===== config.mk =====
export PLATFORM = sky130hd
export DESIGN_NAME = kvl_ram
export DESIGN_NICKNAME = d
export VERILOG_FILES = /design/src/design/kvl_ram.sv
export SDC_FILE = /design/constraint.sdc
export NUM_CORES = 2
export LEC_CHECK = 0
export BUFFER_PORTS_ARGS = -buffer_cell sky130_fd_sc_hd__buf_2
export CAP_MARGIN = 20
export CORE_ASPECT_RATIO = 0.5
export CORE_MARGIN = 4
export CORE_UTILIZATION = 61
export CTS_BUF_LIST = sky130_fd_sc_hd__clkbuf_8
export DETAILED_ROUTE_END_ITERATION = 16
export PLACE_DENSITY = 0.74
export SLEW_MARGIN = 20
export SYNTH_ARGS = -nofsm -noshare
export SYNTH_HDL_FRONTEND = slang
export SYNTH_SLANG_ARGS = --single-unit

===== constraint.sdc =====
create_clock -name aclk -period 6.2 [get_ports aclk]
set_clock_uncertainty 0.05 [all_clocks]
set_input_delay 0.31 -clock aclk [delete_from_list [all_inputs] [get_ports aclk]]
set_output_delay 0.31 -clock aclk [all_outputs]
set_load 0.02 [all_outputs]

===== src/design/kvl_ram.sv =====
`default_nettype none
// ----------------------------------------------------------------------------
// kvl_ram
// Generic single write port, single read port RAM with registered read.
// ----------------------------------------------------------------------------
module kvl_ram #(
    parameter int unsigned WIDTH = 32,
    parameter int unsigned DEPTH = 64
) (
    input  wire logic                     aclk,
    input  wire logic                     wr_en,
    input  wire logic [$clog2(DEPTH)-1:0] wr_addr,
    input  wire logic [WIDTH-1:0]         wr_data,
    input  wire logic [$clog2(DEPTH)-1:0] rd_addr,
    output logic      [WIDTH-1:0]         rd_data
);

    logic [WIDTH-1:0] mem_reg [DEPTH];

    // Write and registered read
    always_ff @(posedge aclk) begin
        if (wr_en) begin
            mem_reg[wr_addr] <= wr_data;
        end
        rd_data <= mem_reg[rd_addr];
    end

endmodule : kvl_ram
`default_nettype wire


==> results by group <==
Worst setup path
  • Worst-path maximum fanout: 78
  • CP Data Required Time: approximately 7.0 ns
  • CP Capture Type: flop
  • Most used cell, CP: mux4_2
  • Crit-path slowest cell: o22ai_1
  • Arr. time, crit path: 3.91 ns
  • CP cell instances: buf_8 -> buf_12 -> buf_4 -> mux4_2 -> mux4_2 -> o22ai_1 -> nor2_1
  • CP startpoint kind: input port
  • CP max stage delay: 0.70 ns
  • Critical path class: in2reg
  • R2R Setup Slk: 3.68 ns

Die
  • # rows: 92
  • Core box area: 0.127 sq mm
  • Top Ports: 78
  • Width of the die: 515 um
  • Full die area: around 0.13 sq mm
  • Initial Util: 0.619
  • Die height: 262 um

Power
  • Leakage: 27.4 nW
  • Sequential cell fraction of total power: 0.588
  • Clock power frac: 0.358
  • Sw power: 5.87 mW
  • Comb power frac: 0.054
  • PD cells: slightly above 300 mW/mm^2
  • Internal: between 20 and 25 mW
  • Net Sw Frac: 0.221
  • Max VDD drop: 0.180 mV

Logic synthesis
  • #FFs+latches synth: 2080
  • Synth unique cells: 34
  • Commonest cells in the netlist: edfxtp_1 (2048), mux4_2 (544), nor2_1 (137)
  • Post-synthesis area per instance: ~24 sq um
  • Syn. warnings: 0
  • Synthesized Nets: 3370
  • Synth top area share: 0.783
  • Post-synth top flop: edfxtp_1
  • Most frequent cell after synthesis: edfxtp_1
  • Post-synth top area cell: edfxtp_1
  • Seq/Total Area, Yosys: 0.791
  • Synth area leaders: edfxtp_1 (78%), mux4_2 (16%), mux2i_1 (1.2%)
  • Fraction of registers with async set or reset after synthesis: 0
  • Number of synthesized flops with an enable pin: 2048
  • Syn Std Cell Area: 0.0785 sq mm
  • Cell count after synthesis: 3324

STA
  • RSZ-0062 raised after global routing: false
  • Max Clk Rate: approximately 320 MHz
  • Setup TNS: 0 ns
  • Final Hold Fails: 0
  • Minimum clock period: 3.15 ns
  • Final Slew Violations: 0
  • Slew of the pin with the lowest slew margin: ~1.1 ns
  • Final Cycle Share: 0.507
  • Setup violators final: 0
  • Setup WS post-layout: 3.05 ns
  • Rel. slew slack: 0.243

Clock tree
  • CTS Buffer Depth: 4
  • Clk_lat worst skew: slightly below 1 ns
  • CTS tree: built
  • CTS Root Cell: clkbuf_8
  • Post-CTS Resized: 0
  • CTS Buf Count: 294
  • Setup Fix Bufs, Post-CTS: 0
  • Clk slew on worst S/H paths: 0.06 ns
  • Clk sinks: roughly 2100
  • CTS H-tree depth: 5

Placed design
  • Routability cong.: 0.819
  • Port Buffer Count: 77
  • Setup slack at placement: 1.93 ns
  • Placed cells: 5025
  • HPWL Detailed: just over 100000 um
  • Cell area after placement: roughly 0.082 sq mm

Job
  • Max cap viols: 0

Drt
  • DRT Wirelength: 195000 um
  • Initial DRC count: between 6000 and 7000
  • DR pass1 iterations: 6
  • DR DRC count: 0
  • Vias: 38214
  • WL/cell: ~35 um
  • Post-route ant nets: 0
  • Vias per Instance: 6.88

Layout
  • Seq. cell area: roughly 0.062 sq mm
  • Non-filler cells, final: between 5000 and 6000
  • Fill count: roughly 7400
  • Layout cells sized above 1: 0.294
  • Footprint of the multi-input gates: 0.0160 sq mm
  • Area growth syn-to-layout: 10.8%
  • Layout Nets: 3708
  • Max reg flops: 2048
  • Cell area after layout: 0.0870 sq mm

GRT
  • Pin count of the biggest net entering global routing: 103
  • Vias in the first global route: 38030
  • GRT Total Usage: 0.297
  • Grt total ovfl: 0
  • Initial antenna violation count: 15
  • Global-route wire length before repair: around 280000 um

Outcome
  • Status: finished clean

Worst hold path
  • Hold crit path type: in2reg
==> metrics by stage <==
stage / hold slack, ns / utilization / power (mW)
CTS: 0.0121 / 0.684 / 26.7
global route: 0.0825 / 0.686 / 27.5
finish: 0.0989 / 0.686 / 26.6
global placement: 0.655 / 0.643 / 17.3
detailed placement: 0.681 / 0.643 / 17.4
floorplan: 0.359 / - / 16.7
==> final timing paths <==
path                                   from                  end  cells after the start
hold / removal                   rd_addr[3]   rd_data[3]$_DFF_P_                      4
setup / recovery                 rd_addr[0]   rd_data[0]$_DFF_P_                      7
setup reg to reg  mem_reg[24][18]$_DFFE_PP_  rd_data[18]$_DFF_P_                      4
hold reg to reg   mem_reg[12][20]$_DFFE_PP_  rd_data[20]$_DFF_P_                      4
==> cells in the final DEF, fill, tap and decap left out, types with 4 or more instances in the layout <==
master / count
a21oi_1: 62
mux2i_1: 93
a22oi_1: 12
o221ai_1: 27
buf_12: 7
a41o_1: 4
edfxtp_1: 2048
mux4_2: 544
nor2b_1: 15
nor3_1: 5
clkinvlp_4: 7
nand3_1: 5
nor2_4: 62
o22ai_1: 82
clkinv_2: 9
buf_2: 54
nand2b_1: 7
inv_1: 120
clkbuf_8: 308
dlygate4sd3_1: 32
and3_1: 4
clkinv_1: 43
dfxtp_1: 32
nand2_1: 26
a311oi_1: 8
diode_2: 5
nand3b_1: 5
nor2_1: 75
buf_4: 128
==> final cells by class <==
type | count | area share
Antenna cell | 5 | 0.000144
Clock buffer | 308 | 0.0487
Clock inverter | 181 | 0.00884
Multi-Input combinational cell | 1062 | 0.184
Sequential cell | 2080 | 0.714
Tap cell | 1692 | 0.0243
Timing Repair Buffer | 224 | 0.0200
==> power groups by stage <==
stage	Sequential [mW]	Clock (mW)	Combinational, mW
6_report	15.6	9.52	1.44
5_1_grt	15.6	10.3	1.53
4_1_cts	15.6	9.61	1.42
3_5_place_dp	15.9	0	1.41
3_3_place_gp	15.9	0	1.38
2_1_floorplan	15.9	0	0.757
==> metal layers <==
layer / part of all wire / GRT usage / vias up / wire (um)
met5: 0.00013 / 0 / - / 25
met4: 0.026 / 0.0900 / 4 / 5020
met3: 0.16 / 0.0950 / 348 / 30500
met2: 0.44 / 0.422 / 2861 / 86100
met1: 0.37 / 0.452 / 20078 / 72900
li1: - / - / 14923 / -
==> cell families after synthesis <==
logic type	after synthesis	share of synthesized area
buffers and inverters	182	0.0113
DFF	2080	0.791
muxes	637	0.168
AOI/OAI and AO/OA	202	0.0167
and+or+nand+nor	223	0.0127
==> critical path: cells and delay by family <==
kind	cells	cell delay [ns]
buffers and inverters	3	1.66
multiplexers	2	1.03
AO/OA/AOI/OAI	1	0.70
AND/OR/NAND/NOR	1	0.13
==> timing repair <==
item                                   CTS  global route
endpoints found under the hold margin  755           960
hold buffers                            17            15
setup endpoints to repair                0             0
(Power assumes the default switching activity.)
