--- config.mk ---
export PLATFORM = sky130hd
export DESIGN_NAME = kvl_datapath
export DESIGN_NICKNAME = d
export VERILOG_FILES = /design/src/design/kvl_pkg.sv /design/src/design/kvl_datapath.sv
export SDC_FILE = /design/constraint.sdc
export NUM_CORES = 2
export LEC_CHECK = 0
export BUFFER_PORTS_ARGS = -buffer_cell sky130_fd_sc_hd__buf_4
export CAP_MARGIN = 20
export CORE_ASPECT_RATIO = 0.8
export CORE_UTILIZATION = 35
export CTS_CLUSTER_DIAMETER = 80
export DETAILED_ROUTE_END_ITERATION = 7
export PLACE_DENSITY = 0.49
export SKIP_CTS_REPAIR_TIMING = 1
export SYNTH_ARGS = -nofsm -noshare
export SYNTH_HDL_FRONTEND = slang
export SYNTH_SLANG_ARGS = --single-unit
--- constraint.sdc ---
create_clock -name aclk -period 13 [get_ports aclk]
set_input_delay 2.6 -clock aclk [delete_from_list [all_inputs] [get_ports aclk]]
set_output_delay 2.6 -clock aclk [all_outputs]
set_load 0.1 [all_outputs]
--- src/design/kvl_pkg.sv ---
`default_nettype none
// ----------------------------------------------------------------------------
// kvl_pkg
// Shared types and constants for the keyframe vector interpolator.
// ----------------------------------------------------------------------------
package kvl_pkg;

    localparam int unsigned TIME_W = 32;
    localparam int unsigned COMP_W = 32;
    localparam int unsigned VEC_W  = 3 * COMP_W;
    localparam int unsigned FRAC_W = 16;
    localparam int unsigned CNT_W  = 7;
    localparam int unsigned SEG_W  = 6;

    localparam logic [1:0] STATUS_NORMAL = 2'd0;
    localparam logic [1:0] STATUS_BEFORE = 2'd1;
    localparam logic [1:0] STATUS_PAST   = 2'd2;

    localparam logic KIND_LOAD  = 1'b0;
    localparam logic KIND_QUERY = 1'b1;

    // Controller to datapath commands
    typedef struct packed {
        logic load_q;      // capture query time
        logic load_t0;     // capture start time and vector from read data
        logic load_t1;     // capture end time and vector from read data
        logic div_start;   // start the factor division
        logic mul_start;   // start the component multiplies
        logic hold_last;   // result is the captured start key as is
    } kvl_cmd_t;

    // Datapath to controller status
    typedef struct packed {
        logic q_lt_rd;     // query time below time read this cycle
        logic div_done;
        logic mul_done;
    } kvl_stat_t;

endpackage : kvl_pkg
`default_nettype wire

--- src/design/kvl_datapath.sv ---
`default_nettype none
// ----------------------------------------------------------------------------
// kvl_datapath
// Holds the segment endpoints, divides for the factor (one quotient bit a
// cycle) and interpolates the three components through one shared multiplier.
// ----------------------------------------------------------------------------
module kvl_datapath (
    input  wire logic                             aclk,
    input  wire logic                             aresetn,
    input  wire kvl_pkg::kvl_cmd_t                cmd,
    output kvl_pkg::kvl_stat_t                    stat,
    input  wire logic [kvl_pkg::TIME_W-1:0]       query_time,
    input  wire logic [kvl_pkg::TIME_W-1:0]       rd_time,
    input  wire logic [kvl_pkg::VEC_W-1:0]        rd_vec,
    output logic      [kvl_pkg::VEC_W-1:0]        result_vec
);
    import kvl_pkg::*;

    localparam int unsigned DIV_CNT_W = $clog2(FRAC_W + 1);

    logic [TIME_W-1:0] q_reg;
    logic [TIME_W-1:0] t0_reg;
    logic [TIME_W-1:0] t1_reg;
    logic [VEC_W-1:0]  s_reg;
    logic [VEC_W-1:0]  e_reg;

    // Division: remainder below span, one quotient bit each cycle
    logic [TIME_W:0]          rem_reg;
    logic [TIME_W-1:0]        span_reg;
    logic [FRAC_W-1:0]        quo_reg;
    logic [DIV_CNT_W-1:0]     div_cnt_reg;
    logic                     div_busy_reg;
    logic                     div_done_reg;

    // Multiply: one component per cycle, then add
    logic [1:0]               mul_idx_reg;
    logic                     mul_busy_reg;
    logic                     mul_done_reg;
    logic [VEC_W-1:0]         res_reg;
    logic signed [COMP_W+FRAC_W+1:0] prod_reg;
    logic                     prod_vld_reg;
    logic [1:0]               prod_idx_reg;

    logic [TIME_W:0]          rem_shift;
    logic [TIME_W:0]          rem_sub;
    logic signed [COMP_W:0]   diff;
    logic signed [COMP_W+FRAC_W+1:0] prod_next;
    logic signed [COMP_W-1:0] s_comp;
    logic signed [COMP_W-1:0] e_comp;
    logic signed [COMP_W-1:0] sp_comp;
    logic signed [COMP_W+FRAC_W+1:0] sum_wide;

    assign stat.q_lt_rd  = q_reg < rd_time;
    assign stat.div_done = div_done_reg;
    assign stat.mul_done = mul_done_reg;
    assign result_vec    = res_reg;

    assign rem_shift = {rem_reg[TIME_W-1:0], 1'b0};
    assign rem_sub   = rem_shift - {1'b0, span_reg};

    // Select the component under multiply
    always_comb begin
        s_comp  = $signed(s_reg[mul_idx_reg*COMP_W +: COMP_W]);
        e_comp  = $signed(e_reg[mul_idx_reg*COMP_W +: COMP_W]);
        sp_comp = $signed(s_reg[prod_idx_reg*COMP_W +: COMP_W]);
        diff    = {e_comp[COMP_W-1], e_comp} - {s_comp[COMP_W-1], s_comp};
        prod_next = diff * $signed({2'b00, quo_reg});
        // Arithmetic shift floors toward minus infinity
        sum_wide = (prod_reg >>> FRAC_W) + (COMP_W+FRAC_W+2)'(sp_comp);
    end

    // Capture operands
    always_ff @(posedge aclk) begin
        if (cmd.load_q) begin
            q_reg <= query_time;
        end
        if (cmd.load_t0) begin
            t0_reg <= rd_time;
            s_reg  <= rd_vec;
        end
        if (cmd.load_t1) begin
            t1_reg <= rd_time;
            e_reg  <= rd_vec;
        end
    end

    // Restoring divider; a query before the start key keeps a zero factor
    always_ff @(posedge aclk) begin
        if (!aresetn) begin
            div_busy_reg <= 1'b0;
            div_done_reg <= 1'b0;
            div_cnt_reg  <= '0;
        end else begin
            div_done_reg <= 1'b0;
            if (cmd.div_start) begin
                rem_reg      <= {1'b0, q_reg - t0_reg};
                span_reg     <= t1_reg - t0_reg;
                quo_reg      <= '0;
                if (q_reg < t0_reg) begin
                    div_done_reg <= 1'b1;
                end else begin
                    div_busy_reg <= 1'b1;
                    div_cnt_reg  <= DIV_CNT_W'(FRAC_W);
                end
            end else if (div_busy_reg) begin
                if (!rem_sub[TIME_W]) begin
                    rem_reg <= rem_sub;
                    quo_reg <= {quo_reg[FRAC_W-2:0], 1'b1};
                end else begin
                    rem_reg <= rem_shift;
                    quo_reg <= {quo_reg[FRAC_W-2:0], 1'b0};
                end
                div_cnt_reg <= div_cnt_reg - 1'b1;
                if (div_cnt_reg == DIV_CNT_W'(1)) begin
                    div_busy_reg <= 1'b0;
                    div_done_reg <= 1'b1;
                end
            end
        end
    end

    // Multiply stage then add stage, one component each cycle
    always_ff @(posedge aclk) begin
        if (!aresetn) begin
            mul_busy_reg <= 1'b0;
            mul_done_reg <= 1'b0;
            prod_vld_reg <= 1'b0;
            mul_idx_reg  <= '0;
        end else begin
            mul_done_reg <= 1'b0;
            prod_vld_reg <= 1'b0;
            if (cmd.hold_last) begin
                res_reg <= s_reg;
            end
            if (cmd.mul_start) begin
                mul_busy_reg <= 1'b1;
                mul_idx_reg  <= '0;
            end else if (mul_busy_reg) begin
                prod_reg     <= prod_next;
                prod_idx_reg <= mul_idx_reg;
                prod_vld_reg <= 1'b1;
                mul_idx_reg  <= mul_idx_reg + 1'b1;
                if (mul_idx_reg == 2'd2) begin
                    mul_busy_reg <= 1'b0;
                end
            end
            if (prod_vld_reg) begin
                res_reg[prod_idx_reg*COMP_W +: COMP_W] <= sum_wide[COMP_W-1:0];
                if (prod_idx_reg == 2'd2) begin
                    mul_done_reg <= 1'b1;
                end
            end
        end
    end

    // Check the span while dividing
    always_ff @(posedge aclk) begin
        if (!aresetn) begin
        end else if (div_busy_reg) begin
            assert (span_reg != '0)
                else $error("factor division with zero span");
        end
    end

    assert property (@(posedge aclk) disable iff (!aresetn)
        cmd.mul_start |-> !div_busy_reg)
        else $error("multiply started while divide busy");
    assert property (@(posedge aclk) disable iff (!aresetn)
        div_done_reg |-> $past(div_busy_reg || cmd.div_start))
        else $error("divide done without running");
    assert property (@(posedge aclk) disable iff (!aresetn)
        mul_done_reg |-> !mul_busy_reg)
        else $error("multiply done while busy");

endmodule : kvl_datapath
`default_nettype wire

==> results.yml <==
worst_setup_path:
  cp-end-kind: "flop"
  cp_data_required_time_ns: 13.35
  timing.critical_path.fanout_max: 48
  r2r_setup_slack_ns: 2.31
  worstSetupStartpointType: "flop"
  path_common_cell: "sky130_fd_sc_hd__fa_1"
  maximum_single_stage_delay_on_the_critical_path_ns: 0.72
  crit_type: "reg2reg"
  crit_path_top_delay_cell: "sky130_fd_sc_hd__fa_1"
  worst_ep_arrival_time_ns: 11.04
die:
  dieWidth_um: 408.7
  floorplan.initialDensity_pct: 35.53
  rows: 118
  floorplan.io_pins: 267
  die_h_um: 327.4
  core_area_sq_um: 130400
  die_area_sq_um: 133800
synthesis:
  post-synth-top-count-cell: "sky130_fd_sc_hd__inv_1"
  syn_inst: 4474
  postSynth.topFlopCell: "sky130_fd_sc_hd__edfxtp_1"
  number_of_warning_messages_in_the_yosys_log: 0
  syn_area_per_cell_sq_um: 10.35
  synth.area.top_cells: "sky130_fd_sc_hd__edfxtp_1 32%, sky130_fd_sc_hd__fa_1 21%, sky130_fd_sc_hd__ha_1 8.3%"
  syn-num-nets: 5440
  synth_enable_flop_cells: 498
  seq_cells_post_synth: 510
  yosysUniqueCellTypes: 89
  synth.cells.most_frequent: "717 x sky130_fd_sc_hd__inv_1, 498 x sky130_fd_sc_hd__edfxtp_1, 490 x sky130_fd_sc_hd__fa_1, 427 x sky130_fd_sc_hd__nand2_1, 308 x sky130_fd_sc_hd__ha_1"
  async_flop_share_pct: 0
  synthDominantCellAreaShare_pct: 32.29
  synth.yosys.seq_area_share_pct: 32.81
  synthDominantAreaCellType: "sky130_fd_sc_hd__edfxtp_1"
  syn_area_sq_um: 46310
global_route:
  global_route.overflow_total: 0
  grt_start_max_net_pins: 76
  grt_first_pass_wirelength_mm: 216.4
  grt_pass1_vias: 33817
  initial_antenna_violation_count: 8
  grt_util_all_layers_pct: 21.14
sta:
  hold_viol: 0
  setup_viol: 0
  post-route-min-period_ns: 10.69
  timing.max_slew.rel_slack_pct: 29.04
  fmax_ghz: 0.09351
  unrepaired_setup_endpoints_after_global_routing: "false"
  layout_worst_path_cycle_share_pct: 82.26
  worst_hold_slack_ns: 0.5142
  totalNegativeSetupSlack_ns: 0
  tightest_slew_ns: 1.064
  final-max-slew-violation-count: 0
  finalClockSkew_ns: 0.03220
finish:
  final_net_count: 5648
  drive_gt1_share_pct: 10.42
  area_delta_synth_final_pct: 12.81
  layout.core_utilization_pct: 40.08
  fill_cells: 12756
clocking:
  clk_path_buf_depth: 3
  cts-buffers-inserted: 51
  ctsRootBufferMaster: "sky130_fd_sc_hd__clkbuf_16"
  cts_tree: "done"
  cts.sinks: 510
  worst_skew_pair.late_latency_ns: 0.62
  htree_num_levels: 2
  clk_pin_slew_worst_paths_ns: 0.07
drt:
  drt_iter0_drc: 2177
  ant_nets: 0
  routed-via-count: 33123
  drt_pre_antenna_iters: 5
  routed_wire_length_per_instance_um: 21.82
  drc: 0
  detail_route.wirelength_mm: 141.1
  detail_route.vias_per_cell: 5.123
worst_hold_path:
  hold_class: "reg2reg"
flow_run:
  maxCapViolations: 0
outcome:
  run_status: "completed"
place:
  dp_hpwl_mm: 107.1
  port_buffers: 266
  place.gp.congestion: 0.8629
[path summary, 6_finish.rpt]
kind / cells after the start / end / startpoint
hold / removal: 2 / div_cnt_reg[2]$_SDFFE_PN0P_ / div_cnt_reg[2]$_SDFFE_PN0P_
setup / recovery: 32 / prod_reg[47]$_DFFE_PP_ / mul_idx_reg[0]$_SDFFE_PP0P_
setup reg to reg: 32 / prod_reg[47]$_DFFE_PP_ / mul_idx_reg[0]$_SDFFE_PP0P_
hold reg to reg: 2 / div_cnt_reg[2]$_SDFFE_PN0P_ / div_cnt_reg[2]$_SDFFE_PN0P_
[worst max-delay path, delay by kind of cell, from the launching register on]
| family | cells | cell delay (ns) |
|---|---|---|
| compound gates | 9 | 2.30 |
| xor+xnor | 2 | 0.24 |
| fa+ha+maj | 8 | 4.03 |
| buf+inv | 6 | 1.34 |
| flops | 1 | 0.56 |
| simple gates | 7 | 1.93 |
[area by class of cell]
cell class / instances / area [sq um] / share of cell area [%]
antenna: 3 / 7.507 / 0.01437
clock buffer: 56 / 1295 / 2.479
clock inverter: 38 / 456.7 / 0.8741
inverter: 717 / 2691 / 5.151
multi-input combinational: 3069 / 27890 / 53.38
sequential: 510 / 15200 / 29.09
tap: 1740 / 2177 / 4.167
timing repair buffer: 333 / 2531 / 4.844
[cells in the final DEF (no fill, tap or decap), types with 12 or more instances in the layout]
master,Yosys,routed
sky130_fd_sc_hd__a21o_1,73,73
sky130_fd_sc_hd__edfxtp_1,498,498
sky130_fd_sc_hd__or2_2,12,12
sky130_fd_sc_hd__a21oi_1,209,209
sky130_fd_sc_hd__nor2_1,143,139
sky130_fd_sc_hd__o21ai_1,27,26
sky130_fd_sc_hd__inv_1,717,717
sky130_fd_sc_hd__o21a_1,37,37
sky130_fd_sc_hd__nand2b_1,29,29
sky130_fd_sc_hd__ha_1,308,308
sky130_fd_sc_hd__or3_1,14,14
sky130_fd_sc_hd__o21ai_0,166,166
sky130_fd_sc_hd__o22ai_1,82,82
sky130_fd_sc_hd__xor2_1,55,50
sky130_fd_sc_hd__a211oi_1,26,26
sky130_fd_sc_hd__and3_1,26,26
sky130_fd_sc_hd__nor3_1,32,32
sky130_fd_sc_hd__fa_1,490,490
sky130_fd_sc_hd__xnor2_2,2,13
sky130_fd_sc_hd__nor2b_1,49,47
sky130_fd_sc_hd__nand4_1,20,20
sky130_fd_sc_hd__a31oi_1,26,26
sky130_fd_sc_hd__o21bai_1,18,18
sky130_fd_sc_hd__and2_1,258,255
sky130_fd_sc_hd__nand2_1,427,426
sky130_fd_sc_hd__nand3_1,64,64
sky130_fd_sc_hd__mux2i_1,206,206
sky130_fd_sc_hd__clkbuf_16,0,51
sky130_fd_sc_hd__xnor2_1,124,113
sky130_fd_sc_hd__buf_4,4,328
[through the flow]
stage          area, sq um  setup slack [ns]  cells
3_5_place_dp         50470             2.377   6368
2_1_floorplan        46310             3.308   4474
4_1_cts              52220             2.331   6462
6_report             52250             2.306   6466
3_3_place_gp         50450             2.450   6367
5_1_grt              52240             1.629   6463
[per-layer routing]
layer | up-vias | share of wire, % | global-route usage (%)
li1 | 15367 | - | -
met1 | 16732 | 48 | 31.45
met2 | 897 | 45 | 33.09
met3 | 119 | 5.9 | 3.213
met4 | 8 | 1.2 | 2.858
met5 | - | 0.038 | 0
[logic make-up (layout without fill, tap and decap cells)]
kind of cell / after synthesis / in the layout / synth area share, %
flip-flops: 510 / 510 / 32.81
buffers and inverters: 895 / 1144 / 7.329
adder cells (fa/ha/maj): 798 / 798 / 29.50
multiplexers: 206 / 206 / 4.452
XOR/XNOR: 181 / 181 / 3.455
AO/OA/AOI/OAI: 779 / 779 / 10.77
other: 0 / 3 / 0
AND/OR/NAND/NOR: 1105 / 1105 / 11.69
Power is not shown: default switching activity piles up to over one toggle a cycle in this logic, so the estimate is an artifact.
