`config.mk`:
```
export PLATFORM = sky130hd
export DESIGN_NAME = kvl_ctrl
export DESIGN_NICKNAME = d
export VERILOG_FILES = /design/src/design/kvl_pkg.sv /design/src/design/kvl_ctrl.sv
export SDC_FILE = /design/constraint.sdc
export NUM_CORES = 1
export LEC_CHECK = 0
export BUFFER_PORTS_ARGS = -buffer_cell sky130_fd_sc_hd__buf_4
export CAP_MARGIN = 30
export CORE_ASPECT_RATIO = 2
export CORE_MARGIN = 2
export CORE_UTILIZATION = 49
export CTS_CLUSTER_SIZE = 8
export DETAILED_ROUTE_END_ITERATION = 12
export PLACE_DENSITY = 0.72
export SYNTH_ARGS = -nofsm -noshare
export SYNTH_HDL_FRONTEND = slang
export SYNTH_SLANG_ARGS = --single-unit
```
`constraint.sdc`:
```
create_clock -name aclk -period 2 [get_ports aclk]
set_input_delay 0.3 -clock aclk [delete_from_list [all_inputs] [get_ports aclk]]
set_output_delay 0.3 -clock aclk [all_outputs]
set_load 0.005 [all_outputs]
```
`src/design/kvl_pkg.sv`:
```
`default_nettype none
// ----------------------------------------------------------------------------
// kvl_pkg
// Shared types and constants for the keyframe vector interpolator.
// ----------------------------------------------------------------------------
package kvl_pkg;

    localparam int unsigned TIME_W = 32;
    localparam int unsigned COMP_W = 32;
    localparam int unsigned VEC_W  = 3 * COMP_W;
    localparam int unsigned FRAC_W = 16;
    localparam int unsigned CNT_W  = 7;
    localparam int unsigned SEG_W  = 6;

    localparam logic [1:0] STATUS_NORMAL = 2'd0;
    localparam logic [1:0] STATUS_BEFORE = 2'd1;
    localparam logic [1:0] STATUS_PAST   = 2'd2;

    localparam logic KIND_LOAD  = 1'b0;
    localparam logic KIND_QUERY = 1'b1;

    // Controller to datapath commands
    typedef struct packed {
        logic load_q;      // capture query time
        logic load_t0;     // capture start time and vector from read data
        logic load_t1;     // capture end time and vector from read data
        logic div_start;   // start the factor division
        logic mul_start;   // start the component multiplies
        logic hold_last;   // result is the captured start key as is
    } kvl_cmd_t;

    // Datapath to controller status
    typedef struct packed {
        logic q_lt_rd;     // query time below time read this cycle
        logic div_done;
        logic mul_done;
    } kvl_stat_t;

endpackage : kvl_pkg
`default_nettype wire

```
`src/design/kvl_ctrl.sv`:
```
`default_nettype none
// ----------------------------------------------------------------------------
// kvl_ctrl
// Sequences loads, the linear key search and the result handshake.
// ----------------------------------------------------------------------------
module kvl_ctrl #(
    parameter int unsigned MAX_KEYS = 64
) (
    input  wire logic                           aclk,
    input  wire logic                           aresetn,
    input  wire logic                           s_valid,
    output logic                                s_ready,
    input  wire logic                           s_kind,
    input  wire logic [kvl_pkg::CNT_W-1:0]      key_count,
    output logic                                ram_wr_en,
    output logic      [$clog2(MAX_KEYS)-1:0]    ram_rd_addr,
    output kvl_pkg::kvl_cmd_t                   cmd,
    input  wire kvl_pkg::kvl_stat_t             stat,
    output logic                                m_valid,
    input  wire logic                           m_ready,
    output logic      [kvl_pkg::SEG_W-1:0]      seg_out,
    output logic      [1:0]                     status_out
);
    import kvl_pkg::*;

    localparam int unsigned AW  = $clog2(MAX_KEYS);
    localparam int unsigned NW  = $clog2(MAX_KEYS + 1);

    typedef enum logic [3:0] {
        ST_IDLE, ST_SRCH_RD, ST_SRCH_CHK, ST_RD_T0, ST_CAP_T0,
        ST_RD_LAST, ST_CAP_LAST, ST_DIV, ST_MUL, ST_OUT
    } state_t;

    state_t          state_reg;
    logic [AW-1:0]   addr_reg;
    logic [AW-1:0]   seg_reg;
    logic [NW-1:0]   n_reg;
    logic [1:0]      status_reg;
    logic [NW-1:0]   n_clamp;
    logic [NW:0]     cnt_ext;
    logic            accept;
    logic            div_go_reg;
    logic            mul_go_reg;

    // Clamp the key count into 1..MAX_KEYS
    always_comb begin
        cnt_ext = (NW+1)'(key_count);
        if (cnt_ext == '0) begin
            n_clamp = NW'(1);
        end else if (cnt_ext > (NW+1)'(MAX_KEYS)) begin
            n_clamp = NW'(MAX_KEYS);
        end else begin
            n_clamp = cnt_ext[NW-1:0];
        end
    end

    assign s_ready    = state_reg == ST_IDLE;
    assign accept     = s_valid && s_ready;
    assign ram_wr_en  = accept && (s_kind == KIND_LOAD);
    assign m_valid    = state_reg == ST_OUT;
    assign seg_out    = SEG_W'(seg_reg);
    assign status_out = status_reg;

    // Read address follows the state; decode datapath commands
    always_comb begin
        ram_rd_addr = addr_reg;
        cmd         = '0;
        unique case (state_reg)
            ST_CAP_T0:   cmd.load_t0 = 1'b1;
            ST_CAP_LAST: begin
                cmd.load_t0   = 1'b1;
            end
            default: ;
        endcase
        if (state_reg == ST_SRCH_CHK && stat.q_lt_rd) begin
            cmd.load_t1 = 1'b1;
        end
        cmd.load_q    = accept;
        cmd.div_start = div_go_reg;
        cmd.mul_start = mul_go_reg;
        cmd.hold_last = state_reg == ST_MUL
                        && (status_reg == STATUS_PAST || n_reg == NW'(1));
    end

    // Hold state and registered outputs
    always_ff @(posedge aclk) begin
        if (!aresetn) begin
            state_reg  <= ST_IDLE;
            addr_reg   <= '0;
            seg_reg    <= '0;
            n_reg      <= NW'(1);
            status_reg <= STATUS_NORMAL;
        end else begin
            unique case (state_reg)
                ST_IDLE: begin
                    if (accept && s_kind == KIND_QUERY) begin
                        n_reg      <= n_clamp;
                        status_reg <= STATUS_NORMAL;
                        seg_reg    <= '0;
                        if (n_clamp == NW'(1)) begin
                            addr_reg  <= '0;
                            state_reg <= ST_RD_LAST;
                        end else begin
                            addr_reg  <= AW'(1);
                            state_reg <= ST_SRCH_RD;
                        end
                    end
                end
                ST_SRCH_RD: state_reg <= ST_SRCH_CHK;
                ST_SRCH_CHK: begin
                    if (stat.q_lt_rd) begin
                        seg_reg   <= addr_reg - 1'b1;
                        addr_reg  <= addr_reg - 1'b1;
                        state_reg <= ST_RD_T0;
                    end else if (NW'(addr_reg) + 1'b1 == n_reg) begin
                        seg_reg    <= addr_reg;
                        status_reg <= STATUS_PAST;
                        state_reg  <= ST_RD_LAST;
                    end else begin
                        addr_reg  <= addr_reg + 1'b1;
                        state_reg <= ST_SRCH_RD;
                    end
                end
                ST_RD_T0:  state_reg <= ST_CAP_T0;
                ST_CAP_T0: begin
                    if (stat.q_lt_rd) begin
                        status_reg <= STATUS_BEFORE;
                    end
                    state_reg <= ST_DIV;
                end
                ST_RD_LAST:  state_reg <= ST_CAP_LAST;
                ST_CAP_LAST: state_reg <= ST_MUL;
                ST_DIV: begin
                    if (stat.div_done) begin
                        state_reg <= ST_MUL;
                    end
                end
                ST_MUL: begin
                    if (stat.mul_done || status_reg == STATUS_PAST
                        || n_reg == NW'(1)) begin
                        state_reg <= ST_OUT;
                    end
                end
                ST_OUT: begin
                    if (m_ready) begin
                        state_reg <= ST_IDLE;
                    end
                end
                default: state_reg <= ST_IDLE;
            endcase
        end
    end

    // Step pulses, decoded from the registered state
    always_ff @(posedge aclk) begin
        if (!aresetn) begin
            div_go_reg <= 1'b0;
            mul_go_reg <= 1'b0;
        end else begin
            div_go_reg <= state_reg == ST_CAP_T0;
            mul_go_reg <= state_reg == ST_DIV && stat.div_done;
        end
    end

    assert property (@(posedge aclk) disable iff (!aresetn)
        m_valid && !m_ready |=> m_valid && $stable(seg_out))
        else $error("result dropped while stalled");
    assert property (@(posedge aclk) disable iff (!aresetn)
        (state_reg == ST_SRCH_CHK) |-> (NW'(addr_reg) < n_reg))
        else $error("search ran past key count");
    assert property (@(posedge aclk) disable iff (!aresetn)
        (status_reg == STATUS_PAST && m_valid) |-> (NW'(seg_reg) + 1'b1 == n_reg))
        else $error("held result not at last key");

endmodule : kvl_ctrl
`default_nettype wire

```
==> results of run 1 <==
timing repair:
item | in CTS | in global routing
setup buffers | 1 | 5
hold endpoints to repair | 0 | 0
pin swaps | 17 | 12
gates resized for setup | 24 | 18
endpoints found under the setup margin | 16 | 18
power breakdown:
part / internal [mW] / switching, mW / leakage, nW
Clock: 0.143 / 0.182 / 0.0260
Sequential: 0.624 / 0.101 / 0.223
Combinational: 0.811 / 0.770 / 0.824
Total: 1.58 / 1.05 / 1.07
logic make-up after synthesis:
group                    count (synthesis)  share of synthesized area (%)
buffers and inverters                   25                           6.89
flip-flops                              27                           31.0
multiplexers                             3                           1.79
AO/OA/AOI/OAI                           52                           20.2
adder cells (fa/ha/maj)                  5                           3.44
AND/OR/NAND/NOR                        100                           30.6
XOR/XNOR                                12                           6.03
Yosys cell counts (all sizes together), types with 6 or more instances:
cell type   n  area, um^2
o21ai       9        45.0
clkbuf      9        33.8
xnor2       6        52.6
dfxtp      27         541
xor2        6        52.6
nor2       26        97.6
nand2      20        75.1
o22ai       6        37.5
a21oi      16        80.1
buf         8        56.3
inv         7        26.3
nor3       11        55.1
nor3b       7        52.6
routing by layer:
| layer | part of all wire (%) | global-route usage [%] |
|---|---|---|
| met5 | 0 | 0 |
| met4 | 3.7 | 11.7 |
| met3 | 4.3 | 2.24 |
| met2 | 57 | 50.0 |
| met1 | 35 | 27.7 |
worst max path at each step:
stage                              start        endpoint  cells past startpoint  slack [ns]
after global placement          n_reg[2]    state_reg[0]                      6       -0.18
after floorplan           ram_rd_addr[3]  ram_rd_addr[5]                      8       -0.08
after CTS                       n_reg[3]          cmd[0]                      6       -0.16
after global routing      ram_rd_addr[0]      seg_out[2]                      7       -0.23
after detailed placement        n_reg[2]    state_reg[0]                      6       -0.22
final                     ram_rd_addr[0]  ram_rd_addr[5]                      6       -0.19
worst max-delay path: stages (launching register included):
cell	delay [ns]
dfxtp_4	0.42
nand4_4	0.13
or3_4	0.42
a2111oi_4	0.41
and4_4	0.35
nor3_2	0.04
a311o_1	0.32
metrics by stage:
step,cells,TNS (ns)
after detailed placement,327,-1.75
after floorplan,224,-0.0846
after global placement,327,-1.40
after global routing,337,-3.01
after CTS,332,-1.71
final,337,-1.97
cell type report:
type | count | share of cell area [%]
timing repair buffer | 78 | 23.7
tap | 48 | 2.36
sequential | 27 | 21.7
clock buffer | 3 | 1.62
clock inverter | 1 | 0.245
inverter | 8 | 1.18
multi-input combinational | 172 | 49.2
==> impl_metrics.tcl, run 1 <==
set metrics [dict create \
    die_h_um 88.4 \
    layout-drive-gt1-share_pct 42.9 \
    tightestPinTransition_ns 0.478 \
    hold_path.class "input pin to register" \
    final_cell_mix "buf_4, nor2_1, dfxtp_1" \
    syn_nets 243 \
    rrSetupSlack_ns -0.19 \
    stdcell_area_mm2 0.00255 \
    placed_cell_area_mm2 0.00230 \
    multi_input_area_mm2 0.00125 \
    worstPathRequired_ns 2.17 \
    synth_edf_count 0 \
    port_buffers 37 \
    power_mw 2.63 \
    fin_crit_ns 2.19 \
    pre_cts_slack_ns -0.219 \
    finalSetupViolCount 17 \
    cp.arrival_ns 2.36 \
    p_per_area_mw_per_mm2 1030 \
    synthFlopType "dfxtp_1" \
    p_leak_nw 1.07 \
    r2r-end "ram_rd_addr[5]" \
    clk_latency_ns 0.28 \
    max_cap_viol_count 0 \
    drt_iter0_drc 95 \
    cts_hold_buf 0 \
    synth.distinct_cells 53 \
    first_pass_iters 4 \
    violations "setup timing" \
    hold-worst-slack_ns 0.238 \
    largest_register_ffs 7 \
    cts_inserted_buffers 3 \
    fin_skew_ns 0.00912 \
    ys_async_sr_fraction_pct 0 \
    final_core_util_pct 74.7 \
    wl_per_cell_um 15.1 \
    clk_pin_slew_ns 0.10 \
    vias 1902 \
    row_count 30 \
    slew_headroom_pct 67.7 \
    r2r_start "ram_rd_addr[0]" \
    run_status "complete, but fails checks" \
    hpwl_um 3910 \
    start_util_pct 51.1 \
    cp-start-kind "register" \
    peakVddDrop_v 0.000794 \
    regArea_um2 554 \
    rsz0062_at_grt "yes" \
    die_x_um 46.2 \
    fmax_mhz 457 \
    vias_per_cell 5.64 \
    grt_pass1_vias 1817 \
    numClockSinks 27 \
    worst_slack_ns -0.186 \
    hold_viol 0 \
    layout.nets 309 \
    htree_levels 1 \
    routed_wl_um 5100 \
    synth_warnings 0 \
    syn2layout_area_growth_pct 46.2 \
    synth_seq_area_share_pct 31.0 \
    finalCritPeriodShare_pct 109 \
    crit_type "register to register" \
    critical_path.max_fanout 6 \
    place.gp.congestion 0.968 \
    antenna_found_initial 0 \
    core_area_mm2 0.00342 \
    cp-end-kind "register" \
    postSynthCellCount 224 \
    mostFrequentLayoutCell "buf_4" \
    max-clock-path-buffers 2 \
    grt_max_degree 18 \
    dieArea_mm2 0.00408 \
    track_usage_pct 26.5 \
    hold_depth 3 \
    avgSynthCellArea_um2 7.79 \
    ios 38 \
    n_antenna_cell 0 \
    hold_start "stat[1]" \
    ff2ff_path_depth 6 \
    cts_tree "done" \
    drtAntennaViolNets 0 \
    maxSlewViolCount 0 \
    grt_pass1_wl_um 8030 \
    drcViolationCount 0 \
    ys_seq_elements 27 \
    ctsRootBufferMaster "clkbuf_8" \
    min_to "mul_go_reg" \
    syn_area_mm2 0.00174 \
    nFillCells 262 \
    grt-ovfl-total 0 \
]
(Power assumes the default switching activity.)
==> run 2, diff against run 1 <==
--- a/config.mk
+++ b/config.mk
@@ -5,7 +5,7 @@
 export SDC_FILE = /design/constraint.sdc
 export NUM_CORES = 1
 export LEC_CHECK = 0
-export BUFFER_PORTS_ARGS = -buffer_cell sky130_fd_sc_hd__buf_4
+export BUFFER_PORTS_ARGS = -buffer_cell sky130_fd_sc_hd__buf_2
 export CAP_MARGIN = 30
 export CORE_ASPECT_RATIO = 2
 export CORE_MARGIN = 2
@@ -13,6 +13,7 @@
 export CTS_CLUSTER_SIZE = 8
 export DETAILED_ROUTE_END_ITERATION = 12
 export PLACE_DENSITY = 0.72
+export SLEW_MARGIN = 20
 export SYNTH_ARGS = -nofsm -noshare
 export SYNTH_HDL_FRONTEND = slang
 export SYNTH_SLANG_ARGS = --single-unit
==> run 2 against run 1 <==
Against the previous run:
- the flow still finishes with violations (setup timing)
- utilization is 5.2 points lower
- power is 3.9% lower
- clock-buffer cell count stayed put
- register-to-register slack hardly changed
- fmax is 0.47% higher
- via count is 0.79% higher
- cell count is 0.59% lower
- die area stayed put
- critical path type unchanged
- critical endpoint unchanged
==> impl_metrics.tcl, run 2 (synthesized netlist as in run 1, its figures left out) <==
set metrics [dict create \
    n_antenna_cell 0 \
    r2r-end "ram_rd_addr[5]" \
    ios 38 \
    finalSetupViolCount 17 \
    hold_depth 3 \
    cts_tree "done" \
    cp_slowest_cell "a2111oi_4" \
    worstPathRequired_ns 2.17 \
    crit_type "register to register" \
    layout.nets 307 \
    drcViolationCount 0 \
    run_status "complete, but fails checks" \
    cp-start-kind "register" \
    grt_pass1_wl_um 7940 \
    grtUsageMet1_pct 29.4 \
    vias_per_cell 5.72 \
    cp-end-kind "register" \
    max-clock-path-buffers 2 \
    grt-ovfl-total 0 \
    finalCritPeriodShare_pct 109 \
    grt_pass1_vias 1768 \
    wl_per_cell_um 15.5 \
    worst_slack_ns -0.176 \
    vias 1917 \
    clk_latency_ns 0.27 \
    p_leak_nw 1.03 \
    dp.cells 325 \
    hold_path.class "input pin to register" \
    hpwl_um 3820 \
    drtAntennaViolNets 0 \
    clk_pin_slew_ns 0.10 \
    rsz0062_at_grt "yes" \
    min_to "mul_go_reg" \
    met2_usage_pct 48.5 \
    maxSlewViolCount 0 \
    rrSetupSlack_ns -0.18 \
    tightestPinTransition_ns 0.450 \
    stdcell_count 335 \
    port_buffers 37 \
    hold-worst-slack_ns 0.250 \
    slew_headroom_pct 69.6 \
    drt_iter0_drc 70 \
    peakVddDrop_v 0.000653 \
    start_util_pct 51.1 \
    core_area_mm2 0.00342 \
    critPathMaxStageDelay_ns 0.42 \
    gr-usage-met3_pct 1.84 \
    row_count 30 \
    ff2ff_path_depth 7 \
    dieArea_mm2 0.00408 \
    grt_max_degree 18 \
    path_cells "nand4_4 -> or3_4 -> a2111oi_4 -> buf_4 -> and4_4 -> nor3_2 -> a311o_1" \
    first_pass_iters 4 \
    max_cap_viol_count 0 \
    hold_start "stat[1]" \
    layout-drive-gt1-share_pct 38.7 \
    critical_path.max_fanout 7 \
    p_per_area_mw_per_mm2 1070 \
    top_usage_layer "met2" \
    setup_tns_ns -1.74 \
    die_x_um 46.2 \
    numClockSinks 27 \
    hold_viol 0 \
    fin_skew_ns 0.00663 \
    routed_wl_um 5200 \
    r2r_start "ram_rd_addr[1]" \
    antenna_found_initial 0 \
    final_core_util_pct 69.4 \
    cts_inserted_buffers 3 \
    fin_crit_ns 2.18 \
    syn2layout_area_growth_pct 35.9 \
    cp.arrival_ns 2.35 \
    violations "setup timing" \
    fmax_mhz 460 \
    place.gp.congestion 0.916 \
    die_h_um 88.4 \
    largest_register_ffs 7 \
    htree_levels 1 \
    cts_hold_buf 0 \
    ctsRootBufferMaster "clkbuf_8" \
    track_usage_pct 26.5 \
    final_cell_mix "buf_2, buf_4, nor2_1" \
]
-- run 2: cell types whose count changed in the layout (fill, tap and decap cells not counted), sizes merged --
cell    delta
inv        -1
buf        -2
clkinv     +1
-- run 2: routing by layer --
metal / routed length, um / vias up / share of wire [%]
li1: - / 938 / -
met1: 1960 / 897 / 38
met2: 2820 / 64 / 54
met3: 199 / 18 / 3.8
met4: 212 / 0 / 4.1
met5: 0 / - / 0
-- run 2: cell type report --
cell class | count | area [um^2]
multi-input combinational | 172 | 1200
fill | 305 | 1040
sequential | 27 | 552
timing repair buffer | 76 | 485
tap | 48 | 60.1
clock buffer | 3 | 41.3
inverter | 8 | 30.0
clock inverter | 1 | 5.00
-- run 2: worst max path at each step --
stage | startpoint | endpoint | slack [ns] | depth (start not counted)
after floorplan | ram_rd_addr[3] | ram_rd_addr[5] | -0.08 | 8
after detailed placement | ram_rd_addr[2] | ram_rd_addr[5] | -0.19 | 7
final | ram_rd_addr[1] | ram_rd_addr[5] | -0.18 | 7
after global routing | ram_rd_addr[1] | status_out[0] | -0.27 | 7
after CTS | ram_rd_addr[0] | seg_out[5] | -0.13 | 6
after global placement | ram_rd_addr[2] | ram_rd_addr[5] | -0.14 | 7
-- run 2: critical path: cells and delay by family (launching register included) --
family | cells | cell delay, ns
flip-flops | 1 | 0.40
AND/OR/NAND/NOR | 4 | 0.76
AO/OA/AOI/OAI | 2 | 0.72
buffers and inverters | 1 | 0.18
-- run 2: where the power goes --
part	switching [mW]	internal, mW	total, mW	leakage [nW]
Sequential	0.102	0.623	0.725	0.222
Clock	0.177	0.140	0.317	0.0255
Combinational	0.746	0.740	1.49	0.783
-- run 2: through the flow --
| stage | instance area, um^2 | worst slack, ns | power (mW) |
|---|---|---|---|
| 2_1_floorplan | 1790 | -0.0846 | 1.51 |
| 3_3_place_gp | 2190 | -0.142 | 1.95 |
| 3_5_place_dp | 2190 | -0.186 | 1.96 |
| 4_1_cts | 2300 | -0.132 | 2.37 |
| 5_1_grt | 2370 | -0.268 | 2.69 |
| 6_report | 2370 | -0.176 | 2.53 |
-- run 2: what timing repair did --
item / CTS / global route
setup buffers: 1 / 5
endpoints found under the setup margin: 16 / 23
gates resized for setup: 18 / 7
pin swaps: 18 / 11
